File: config.mk
export PLATFORM = sky130hd
export DESIGN_NAME = sorted_priority_queue_top
export DESIGN_NICKNAME = d
export VERILOG_FILES = /design/src/rtl/spq_pkg.sv /design/src/rtl/spq_cell.sv /design/src/rtl/sorted_priority_queue_top.sv
export SDC_FILE = /design/constraint.sdc
export NUM_CORES = 1
export LEC_CHECK = 0
export ABC_AREA = 1
export BUFFER_PORTS_ARGS = -buffer_cell sky130_fd_sc_hd__buf_2
export CORE_ASPECT_RATIO = 2
export CORE_MARGIN = 2
export CORE_UTILIZATION = 60
export CTS_CLUSTER_SIZE = 16
export DETAILED_ROUTE_END_ITERATION = 16
export GPL_TIMING_DRIVEN = 0
export PLACE_DENSITY = 0.77
export SKIP_CTS_REPAIR_TIMING = 1
export SLEW_MARGIN = 40
export SYNTH_ARGS = -nofsm -noshare
export SYNTH_HDL_FRONTEND = slang
export SYNTH_SLANG_ARGS = --single-unit
File: constraint.sdc
create_clock -name i_clk -period 8.65 [get_ports i_clk]
set_clock_uncertainty 0.2 [all_clocks]
set_input_delay 1.73 -clock i_clk [delete_from_list [all_inputs] [get_ports i_clk]]
set_output_delay 1.73 -clock i_clk [all_outputs]
set_load 0.005 [all_outputs]
File: src/rtl/spq_pkg.sv
// ----------------------------------------------------------------------------
// spq_pkg: shared types and constants of the sorted priority queue
// Holds the default sizes, field widths, action and status codes and the
// control bundle that the top level hands to every storage cell.
// ----------------------------------------------------------------------------
package spq_pkg;

    // Default sizes of the queue.
    localparam int DEF_CAPACITY = 16;
    localparam int DEF_KEY_BITS = 16;

    // Fixed widths of the result fields.
    localparam int OUT_KEY_W = 16;
    localparam int COUNT_W   = 5;

    // Action codes carried on the input tuser.
    localparam logic ACT_PUSH = 1'b0;
    localparam logic ACT_POP  = 1'b1;

    // Status codes of a result beat.
    typedef enum logic [1:0] {
        ST_OK    = 2'd0,
        ST_FULL  = 2'd1,
        ST_EMPTY = 2'd2
    } t_status;

    // Per-cycle command shared by every cell of the chain.
    typedef struct packed {
        logic push;
        logic pop;
    } t_cell_ctl;

endpackage

File: src/rtl/spq_cell.sv
// ----------------------------------------------------------------------------
// spq_cell: one storage cell of the sorted priority queue
// Holds one key. The chain is kept in descending order with the largest key
// in cell 0. On a push the cell keeps its key, takes the new key or takes its
// lower neighbor's key; on a pop it takes its upper neighbor's key.
// ----------------------------------------------------------------------------
module spq_cell #(
    parameter int KEY_BITS = spq_pkg::DEF_KEY_BITS
) (
    input  logic                   i_clk,
    input  spq_pkg::t_cell_ctl     i_ctl,
    input  logic [KEY_BITS-1:0]    i_new_key,
    input  logic                   i_occupied,
    input  logic                   i_lower_ge,
    input  logic [KEY_BITS-1:0]    i_prev_key,
    input  logic [KEY_BITS-1:0]    i_next_key,
    output logic [KEY_BITS-1:0]    o_key,
    output logic                   o_ge
);

    logic [KEY_BITS-1:0] r_key;
    logic [KEY_BITS-1:0] n_key;

    // A stored key that is not smaller than the new one stays ahead of it, so
    // equal keys leave oldest first.
    assign o_ge = i_occupied && (r_key >= i_new_key);

    // Next key of this cell.
    always_comb begin
        n_key = r_key;
        if (i_ctl.pop) begin
            n_key = i_next_key;
        end else if (i_ctl.push && !o_ge) begin
            if (i_lower_ge) begin
                n_key = i_new_key;
            end else begin
                n_key = i_prev_key;
            end
        end
    end

    // Key register; its contents are meaningless until written.
    always_ff @(posedge i_clk) begin
        r_key <= n_key;
    end

    assign o_key = r_key;

endmodule

File: src/rtl/sorted_priority_queue_top.sv
// ----------------------------------------------------------------------------
// sorted_priority_queue_top: bounded priority queue in a chain of key cells
// Each result beat is registered from its accepted input beat and shown in the next cycle.
// Throughput: one push or pop per cycle; every cell compares and shifts at once.
// A result waiting in the output register stalls input only if not taken.
// Reset (synchronous, active low) empties the queue and drops any pending
// result; the key cells are not cleared.
// ----------------------------------------------------------------------------
module sorted_priority_queue_top #(
    parameter int CAPACITY = spq_pkg::DEF_CAPACITY,
    parameter int KEY_BITS = spq_pkg::DEF_KEY_BITS,
    localparam int IN_DATA_W = ((KEY_BITS + 7) / 8) * 8
) (
    input  logic                  i_clk,
    input  logic                  i_rst_n,
    // Input stream.
    input  logic                  s_axis_tvalid,
    output logic                  s_axis_tready,
    input  logic [IN_DATA_W-1:0]  s_axis_tdata,   // [KEY_BITS-1:0] key, zero padded
    input  logic                  s_axis_tuser,   // [0] action
    // Result stream.
    output logic                  m_axis_tvalid,
    input  logic                  m_axis_tready,
    output logic [23:0]           m_axis_tdata,   // [15:0] out_key, [20:16] count,
                                                  // [21] is_empty, [23:22] zero
    output logic [2:0]            m_axis_tuser    // [0] out_valid, [2:1] status
);

    localparam int CNT_W = $clog2(CAPACITY + 1);

    // Occupancy count.
    logic [CNT_W-1:0]        r_count;
    logic [CNT_W-1:0]        n_count;

    // Output register.
    logic                    r_out_vld;
    logic [23:0]             r_out_data;
    logic [2:0]              r_out_user;

    logic                    accept;
    logic                    is_pop;
    logic                    is_full;
    logic                    is_none;
    spq_pkg::t_cell_ctl      ctl;
    spq_pkg::t_status        status;
    logic [KEY_BITS-1:0]     new_key;
    logic [KEY_BITS-1:0]     pop_key;
    logic                    pop_vld;
    logic [spq_pkg::OUT_KEY_W-1:0] out_key;
    logic [spq_pkg::COUNT_W-1:0]   out_count;

    logic [KEY_BITS-1:0]     w_key [CAPACITY];
    logic                    w_ge  [CAPACITY];

    // Handshake: a new beat enters whenever the output register frees up.
    assign s_axis_tready = !r_out_vld || m_axis_tready;
    assign accept        = s_axis_tvalid && s_axis_tready;
    assign is_pop        = (s_axis_tuser == spq_pkg::ACT_POP);
    assign is_full       = (r_count == CNT_W'(CAPACITY));
    assign is_none       = (r_count == '0);
    assign new_key       = s_axis_tdata[KEY_BITS-1:0];

    // Command to the cells, count update and status.
    always_comb begin
        ctl.push = 1'b0;
        ctl.pop  = 1'b0;
        n_count  = r_count;
        status   = spq_pkg::ST_OK;
        if (accept) begin
            if (!is_pop) begin
                if (is_full) begin
                    status = spq_pkg::ST_FULL;
                end else begin
                    ctl.push = 1'b1;
                    n_count  = r_count + CNT_W'(1);
                end
            end else begin
                if (is_none) begin
                    status = spq_pkg::ST_EMPTY;
                end else begin
                    ctl.pop = 1'b1;
                    n_count = r_count - CNT_W'(1);
                end
            end
        end
    end

    // The largest key always sits in cell 0.
    assign pop_vld = ctl.pop;
    assign pop_key = pop_vld ? w_key[0] : '0;

    // Fit the popped key and the count to their result fields.
    generate
        if (KEY_BITS >= spq_pkg::OUT_KEY_W) begin : g_key_cut
            assign out_key = pop_key[spq_pkg::OUT_KEY_W-1:0];
        end else begin : g_key_ext
            assign out_key = {{(spq_pkg::OUT_KEY_W - KEY_BITS){1'b0}}, pop_key};
        end
        if (CNT_W >= spq_pkg::COUNT_W) begin : g_cnt_cut
            assign out_count = n_count[spq_pkg::COUNT_W-1:0];
        end else begin : g_cnt_ext
            assign out_count = {{(spq_pkg::COUNT_W - CNT_W){1'b0}}, n_count};
        end
    endgenerate

    // Chain of cells, each seeing its two neighbors.
    genvar gi;
    generate
        for (gi = 0; gi < CAPACITY; gi++) begin : g_cell
            logic                lower_ge;
            logic [KEY_BITS-1:0] prev_key;
            logic [KEY_BITS-1:0] next_key;

            if (gi == 0) begin : g_first
                assign lower_ge = 1'b1;
                assign prev_key = new_key;
            end else begin : g_mid
                assign lower_ge = w_ge[gi-1];
                assign prev_key = w_key[gi-1];
            end
            if (gi == CAPACITY - 1) begin : g_last
                assign next_key = w_key[gi];
            end else begin : g_inner
                assign next_key = w_key[gi+1];
            end

            spq_cell #(
                .KEY_BITS (KEY_BITS)
            ) u_cell (
                .i_clk      (i_clk),
                .i_ctl      (ctl),
                .i_new_key  (new_key),
                .i_occupied (CNT_W'(gi) < r_count),
                .i_lower_ge (lower_ge),
                .i_prev_key (prev_key),
                .i_next_key (next_key),
                .o_key      (w_key[gi]),
                .o_ge       (w_ge[gi])
            );
        end
    endgenerate

    // Control registers.
    always_ff @(posedge i_clk) begin
        if (!i_rst_n) begin
            r_count   <= '0;
            r_out_vld <= 1'b0;
        end else begin
            r_count <= n_count;
            if (accept) begin
                r_out_vld <= 1'b1;
            end else if (m_axis_tready) begin
                r_out_vld <= 1'b0;
            end
        end
    end

    // Result payload, loaded with every accepted beat.
    always_ff @(posedge i_clk) begin
        if (accept) begin
            r_out_data <= {2'b00, (n_count == '0), out_count, out_key};
            r_out_user <= {status, pop_vld};
        end
    end

    assign m_axis_tvalid = r_out_vld;
    assign m_axis_tdata  = r_out_data;
    assign m_axis_tuser  = r_out_user;

endmodule
After elaboration in Yosys (flattened, before gate mapping)
Index checks and enable logic that the tools add are counted.
{ "classes": {"n_reduce_logical": 70, "eq_ne": 1, "bitwise": 1, "n_mux": 59, "n_lt_le_gt_ge": 32, "n_addsub": 2} }
{ "ops": {"columns": ["op", "count"], "rows": [
  ["two-way mux 16 bit", 45],
  ["greater-or-equal comparator 16 bit", 16],
  ["< comparator 4 x 5 -> 1 bit, first input constant", 8],
  ["logical AND 1 bit", 33],
  ["nonzero test 2 bit", 16],
  ["< comparator 3 x 5 -> 1 bit, first input constant", 4],
  ["two-way mux 5 bit", 4],
  ["logical NOT 1 bit", 17],
  ["logical NOT 5 bit", 2],
  ["< comparator 1 x 5 -> 1 bit, first input constant", 2],
  ["< comparator 2 x 5 -> 1 bit, first input constant", 2],
  ["two-way mux 1 bit", 7],
  ["two-way mux 2 bit", 3],
  ["adder 5 x 1 -> 5 bit, second input constant", 1],
  ["== test 5 bit, second input constant", 1],
  ["subtractor 5 x 1 -> 5 bit, second input constant", 1],
  ["AND reduction 2 bit", 1],
  ["logical OR 1 bit", 1],
  ["inverter 1 bit", 1]
]} }
{ "totals": {"in_bits": 21, "ff_bits": 287, "output_inout_bits": 29, "wordCells": 186} }

Longest topological paths before layout
{ "depth": {"depth_word": 7, "depth_mapped": 16, "mapped_depth_nobuf": 14} }

Hierarchy
A second synthesis with hierarchy kept.
{ "hier_totals": {"cells_unflattened": 2760, "hier_area_um2": 21340.5} }
{ "modules_own_cells": {"columns": ["module", "area_each_um2", "n_inst", "cells_per_inst"], "rows": [
  ["spq_cell", 1232.4, 16, 161],
  ["sorted_priority_queue_top", 1621.6, 1, 184]
]} }

Worst setup path before layout
OpenSTA, ideal clock, no wires.
{ "synth_path": {"path_kind": "input -> register", "startpoint": "input s_axis_tdata[7]", "endpoint": "register g_cell[4].u_cell.r_key[0] (enable)", "required_ns": 8.078, "t_arrival_ns": 4.277, "cell_stages": 13, "path_slack_ns": 3.801, "cell_sequence": "inv_1 clkbuf_1 ha_1 a21oi_1 nand2_1 nor2_1 nand2_1 nand2_1 nand2_1 nand2_2 clkbuf_1 nand2_1 nand2_1"} }
{ "synth_between": {"elab_chain_len": 5} }
{ "synth_lines": {"columns": ["item", "line_no", "rtl"], "rows": [
  ["start, declared", "sorted_priority_queue_top.sv:19", "input logic [IN_DATA_W-1:0] s_axis_tdata,"],
  ["greater-or-equal comparator 16 bit", "spq_cell.sv:26", "assign o_ge = i_occupied && (r_key >= i_new_key);"],
  ["logical AND 1 bit", "spq_cell.sv:26", null],
  ["logical NOT 1 bit", "spq_cell.sv:33", "end else if (i_ctl.push && !o_ge) begin"],
  ["logical AND 1 bit", "spq_cell.sv:33", null],
  ["nonzero test 2 bit (no line)", null, null],
  ["end signal, assigned", "spq_cell.sv:44", "r_key <= n_key;"],
  ["end, declared", "spq_cell.sv:21", "logic [KEY_BITS-1:0] r_key;"]
]} }
No other way between the ends.
A chain may end at the register's enable or synchronous reset.

Final worst setup path
{ "layout_path": {"startpoint": "input s_axis_tdata[5]", "endpoint": "register g_cell[8].u_cell.r_key[12] (enable)"} }
{ "layout_between": {"elab_chain_len": 5} }
{ "layout_lines": {"columns": ["item", "line_no"], "rows": [
  ["greater-or-equal comparator 16 bit", "spq_cell.sv:26"],
  ["logical AND 1 bit", "spq_cell.sv:26"],
  ["logical NOT 1 bit", "spq_cell.sv:33"],
  ["logical AND 1 bit", "spq_cell.sv:33"],
  ["nonzero test 2 bit (no line)", null],
  ["end signal, assigned", "spq_cell.sv:44"],
  ["end, declared", "spq_cell.sv:21"]
]} }
No other way between the ends.

==> flow_metrics.py <==
metrics = {
    "detailed_routing": {
        "detail-route-antenna-nets": 0,
        "drcViolationCount": 0,
        "drt-vias-per-instance": 5.967,
        "drt-total-wl_um": 73920,
        "wl_per_cell_um": 21.56,
        "drt_iter0_drc": 1680,
        "vias": 20460,
        "firstDrtPassIters": 6,
    },
    "worst_setup_path": {
        "crit_path_cell_trace": "buf_2 > inv_1 > clkbuf_2 > buf_16 > ha_1 > nand2_1 > nand2_1 > nand2_1 > nand2_1 > nor2_1 > nand2_1 > nand2_1 > nand2_1 > nand2_1 > buf_2 > nand2_1 > nand2_1",
        "critPathLaunchType": "input port",
        "crit_fanout": 16,
        "cp_slowest_cell": "nand2_1",
        "critPathKind": "in2reg",
        "max_stage_delay_ns": 0.58,
        "required_ns": 8.65,
        "endpoint_kind": "flip-flop",
        "arrival_ns": 5.11,
        "rr_worst_depth": 8,
        "crit_path_frequent_cell": "nand2_1",
    },
    "synth": {
        "synth-compound-area-share_pct": 5.183,
        "avgSynthCellArea_um2": 7.651,
        "postSynth.asyncResetShare_pct": 0,
        "synth_top_area_cell": "edfxtp_1",
        "yosys.area_share.simple_pct": 31.67,
        "synth_most_common_cell": "nand2_1",
        "ys_types": 36,
        "synth_fa_ha_area_share_pct": 14.82,
        "synth_commonest_cells": "1004 x nand2_1, 504 x nand3_1, 350 x inv_1",
        "synthMuxAreaShare_pct": 0,
        "ys_warn_count": 0,
        "netlist_instances": 2868,
        "synth_xor_xnor_area_share_pct": 0.1597,
        "ys_seq_area_share_pct": 39.00,
        "synthTopCellsByArea": "edfxtp_1 38%, nand2_1 17%, ha_1 15%",
        "synth_top_area_share_pct": 38.45,
        "syn-cell-area_um2": 21940,
        "synth-edff-count": 281,
        "synth-seq-cells": 287,
        "ys.flop_type": "edfxtp_1",
        "synth_top_family_by_area": "simple AND/OR/NAND/NOR gates",
    },
    "floorplanning": {
        "dieHeight_um": 274.5,
        "coreArea_um2": 36290,
        "dieWidth_um": 139.2,
        "rows": 99,
        "die-area_um2": 38210,
        "start_util_pct": 60.46,
        "io_pins": 50,
    },
    "final_layout": {
        "layout-drive-gt1-share_pct": 7.162,
        "finalInstanceArea_um2": 23910,
        "antenna_cells": 0,
        "final_nets": 3233,
        "syn_to_final_growth_pct": 8.946,
        "utilization_pct": 65.87,
        "fin_cells": 3428,
    },
    "place": {
        "dp.cells": 3376,
        "io_buffers": 47,
        "gp_congestion": 0.9722,
        "place_area_um2": 22970,
        "dp_hpwl_um": 56320,
        "dp_slack_ns": 3.055,
    },
    "clock_tree": {
        "clock_sinks": 287,
        "cts_buffers": 28,
        "cts_tree": "done",
        "htreeDepth": 1,
        "clock_latency_ns": 0.58,
        "clk_pin_slew_ns": 0.07,
        "cts_buffer_depth": 3,
        "cts_root_buf": "clkbuf_16",
    },
    "timing": {
        "period_share_pct": 59.01,
        "setup_violations": 0,
        "setup_tns_ns": 0,
        "period_needed_ns": 5.105,
        "fmax_ghz": 0.1959,
        "relSlewSlack_pct": 40.82,
        "slew_viol_final": 0,
        "hold_ws_ns": 0.3396,
        "hold_violations": 0,
        "fin_ws_ns": 3.545,
        "tightest_slew_ns": 0.8877,
        "rsz0062_at_grt": "false",
    },
    "run": {
        "maxCapViolations": 0,
    },
    "outcome": {
        "status": "finished, final reports clean",
    },
    "global_routing": {
        "grt_usage_pct": 38.41,
        "grt_max_degree": 30,
        "grt_pass1_vias": 20770,
        "grt_remaining_overflow": 0,
        "grt_pass1_wl_um": 112800,
        "grt_antenna_before_repair": 0,
    },
    "power_and_ir_drop": {
        "vdd_drop_max_uv": 226.0,
        "power.leakage_nw": 12.31,
        "power.density_nw_per_um2": 211.2,
        "power.total_mw": 5.049,
    },
    "hold_path": {
        "holdPathStages": 2,
        "hold_class": "reg2reg",
    },
}
-- routing by layer --
layer / GRT usage [%] / wire [µm] / vias to the layer above
li1: - / - / 9687
met2: 69.31 / 37400 / 982
met3: 5.728 / 4761 / 342
met4: 30.68 / 6890 / 0
met5: 0 / 0 / -
met1: 39.15 / 24860 / 9444
-- layout by cell type (no fill, tap or decap), types with 2 or more instances in the layout --
master,Yosys,routed
a21boi_0,13,13
a21oi_1,104,103
buf_16,0,6
buf_2,52,99
buf_4,19,19
buf_6,7,7
bufinv_16,0,4
clkbuf_1,45,38
clkbuf_16,0,29
clkbuf_2,0,6
clkbuf_4,0,9
clkinv_1,1,4
clkinv_2,0,4
clkinvlp_4,0,3
conb_1,1,2
dfxtp_1,6,6
edfxtp_1,281,281
ha_1,260,260
inv_1,350,349
inv_2,6,7
nand2_1,1004,1004
nand2_4,3,3
nand3_1,504,504
nand4_1,31,31
nor2_1,81,81
nor2_2,2,2
nor2_8,2,2
nor3_1,8,8
o21a_1,3,3
o21ai_0,41,41
o21ai_2,3,3
o21bai_1,28,28
xor2_1,3,3
-- cell families after synthesis --
| logic type | Yosys count |
|---|---|
| and+or+nand+nor | 1639 |
| buffers and inverters | 482 |
| DFF | 287 |
| adders and majority gates | 260 |
| AOI/OAI and AO/OA | 195 |
| xor gates and xnor gates | 4 |
| other | 1 |
-- final timing paths --
check / start / end / slack (ns)
min: m_axis_tvalid$_SDFFE_PN0P_ / m_axis_tvalid$_SDFFE_PN0P_ / 0.34
max: s_axis_tdata[5] / g_cell[8].u_cell.o_key[12]$_DFFE_PP_ / 3.55
min reg2reg: m_axis_tvalid$_SDFFE_PN0P_ / m_axis_tvalid$_SDFFE_PN0P_ / 0.34
max reg2reg: r_count[1]$_SDFF_PN0_ / g_cell[3].u_cell.o_key[3]$_DFFE_PP_ / 4.93
-- worst max-delay path: cells and delay by family --
| kind | cells | cell delay [ns] |
|---|---|---|
| AND/OR/NAND/NOR | 11 | 1.68 |
| adder cells (fa/ha/maj) | 1 | 0.26 |
| buffers and inverters | 5 | 1.41 |
-- registers in the layout (all words and copies together) (netlist names) --
signal and cells:
g_cell.u_cell.o_key 256, m_axis_tdata 22, m_axis_tuser 3, m_axis_tvalid 1, r_count 5
-- power by group --
part           internal, mW  switching, mW
logic                 0.541           1.13
registers              1.86          0.199
clock network         0.735          0.576
-- area by class of cell --
type | count | area, µm²
plain buffers | 123 | 691.9
clock buffers | 37 | 755.7
clock inverters | 15 | 182.7
fillers | 3180 | 12390
inverters | 359 | 1355
multi-input cells | 2100 | 11390
flip-flops and latches | 287 | 8558
well taps | 454 | 568.0
repair buffers | 53 | 400.4
Power figures use the tool's default switching activity.
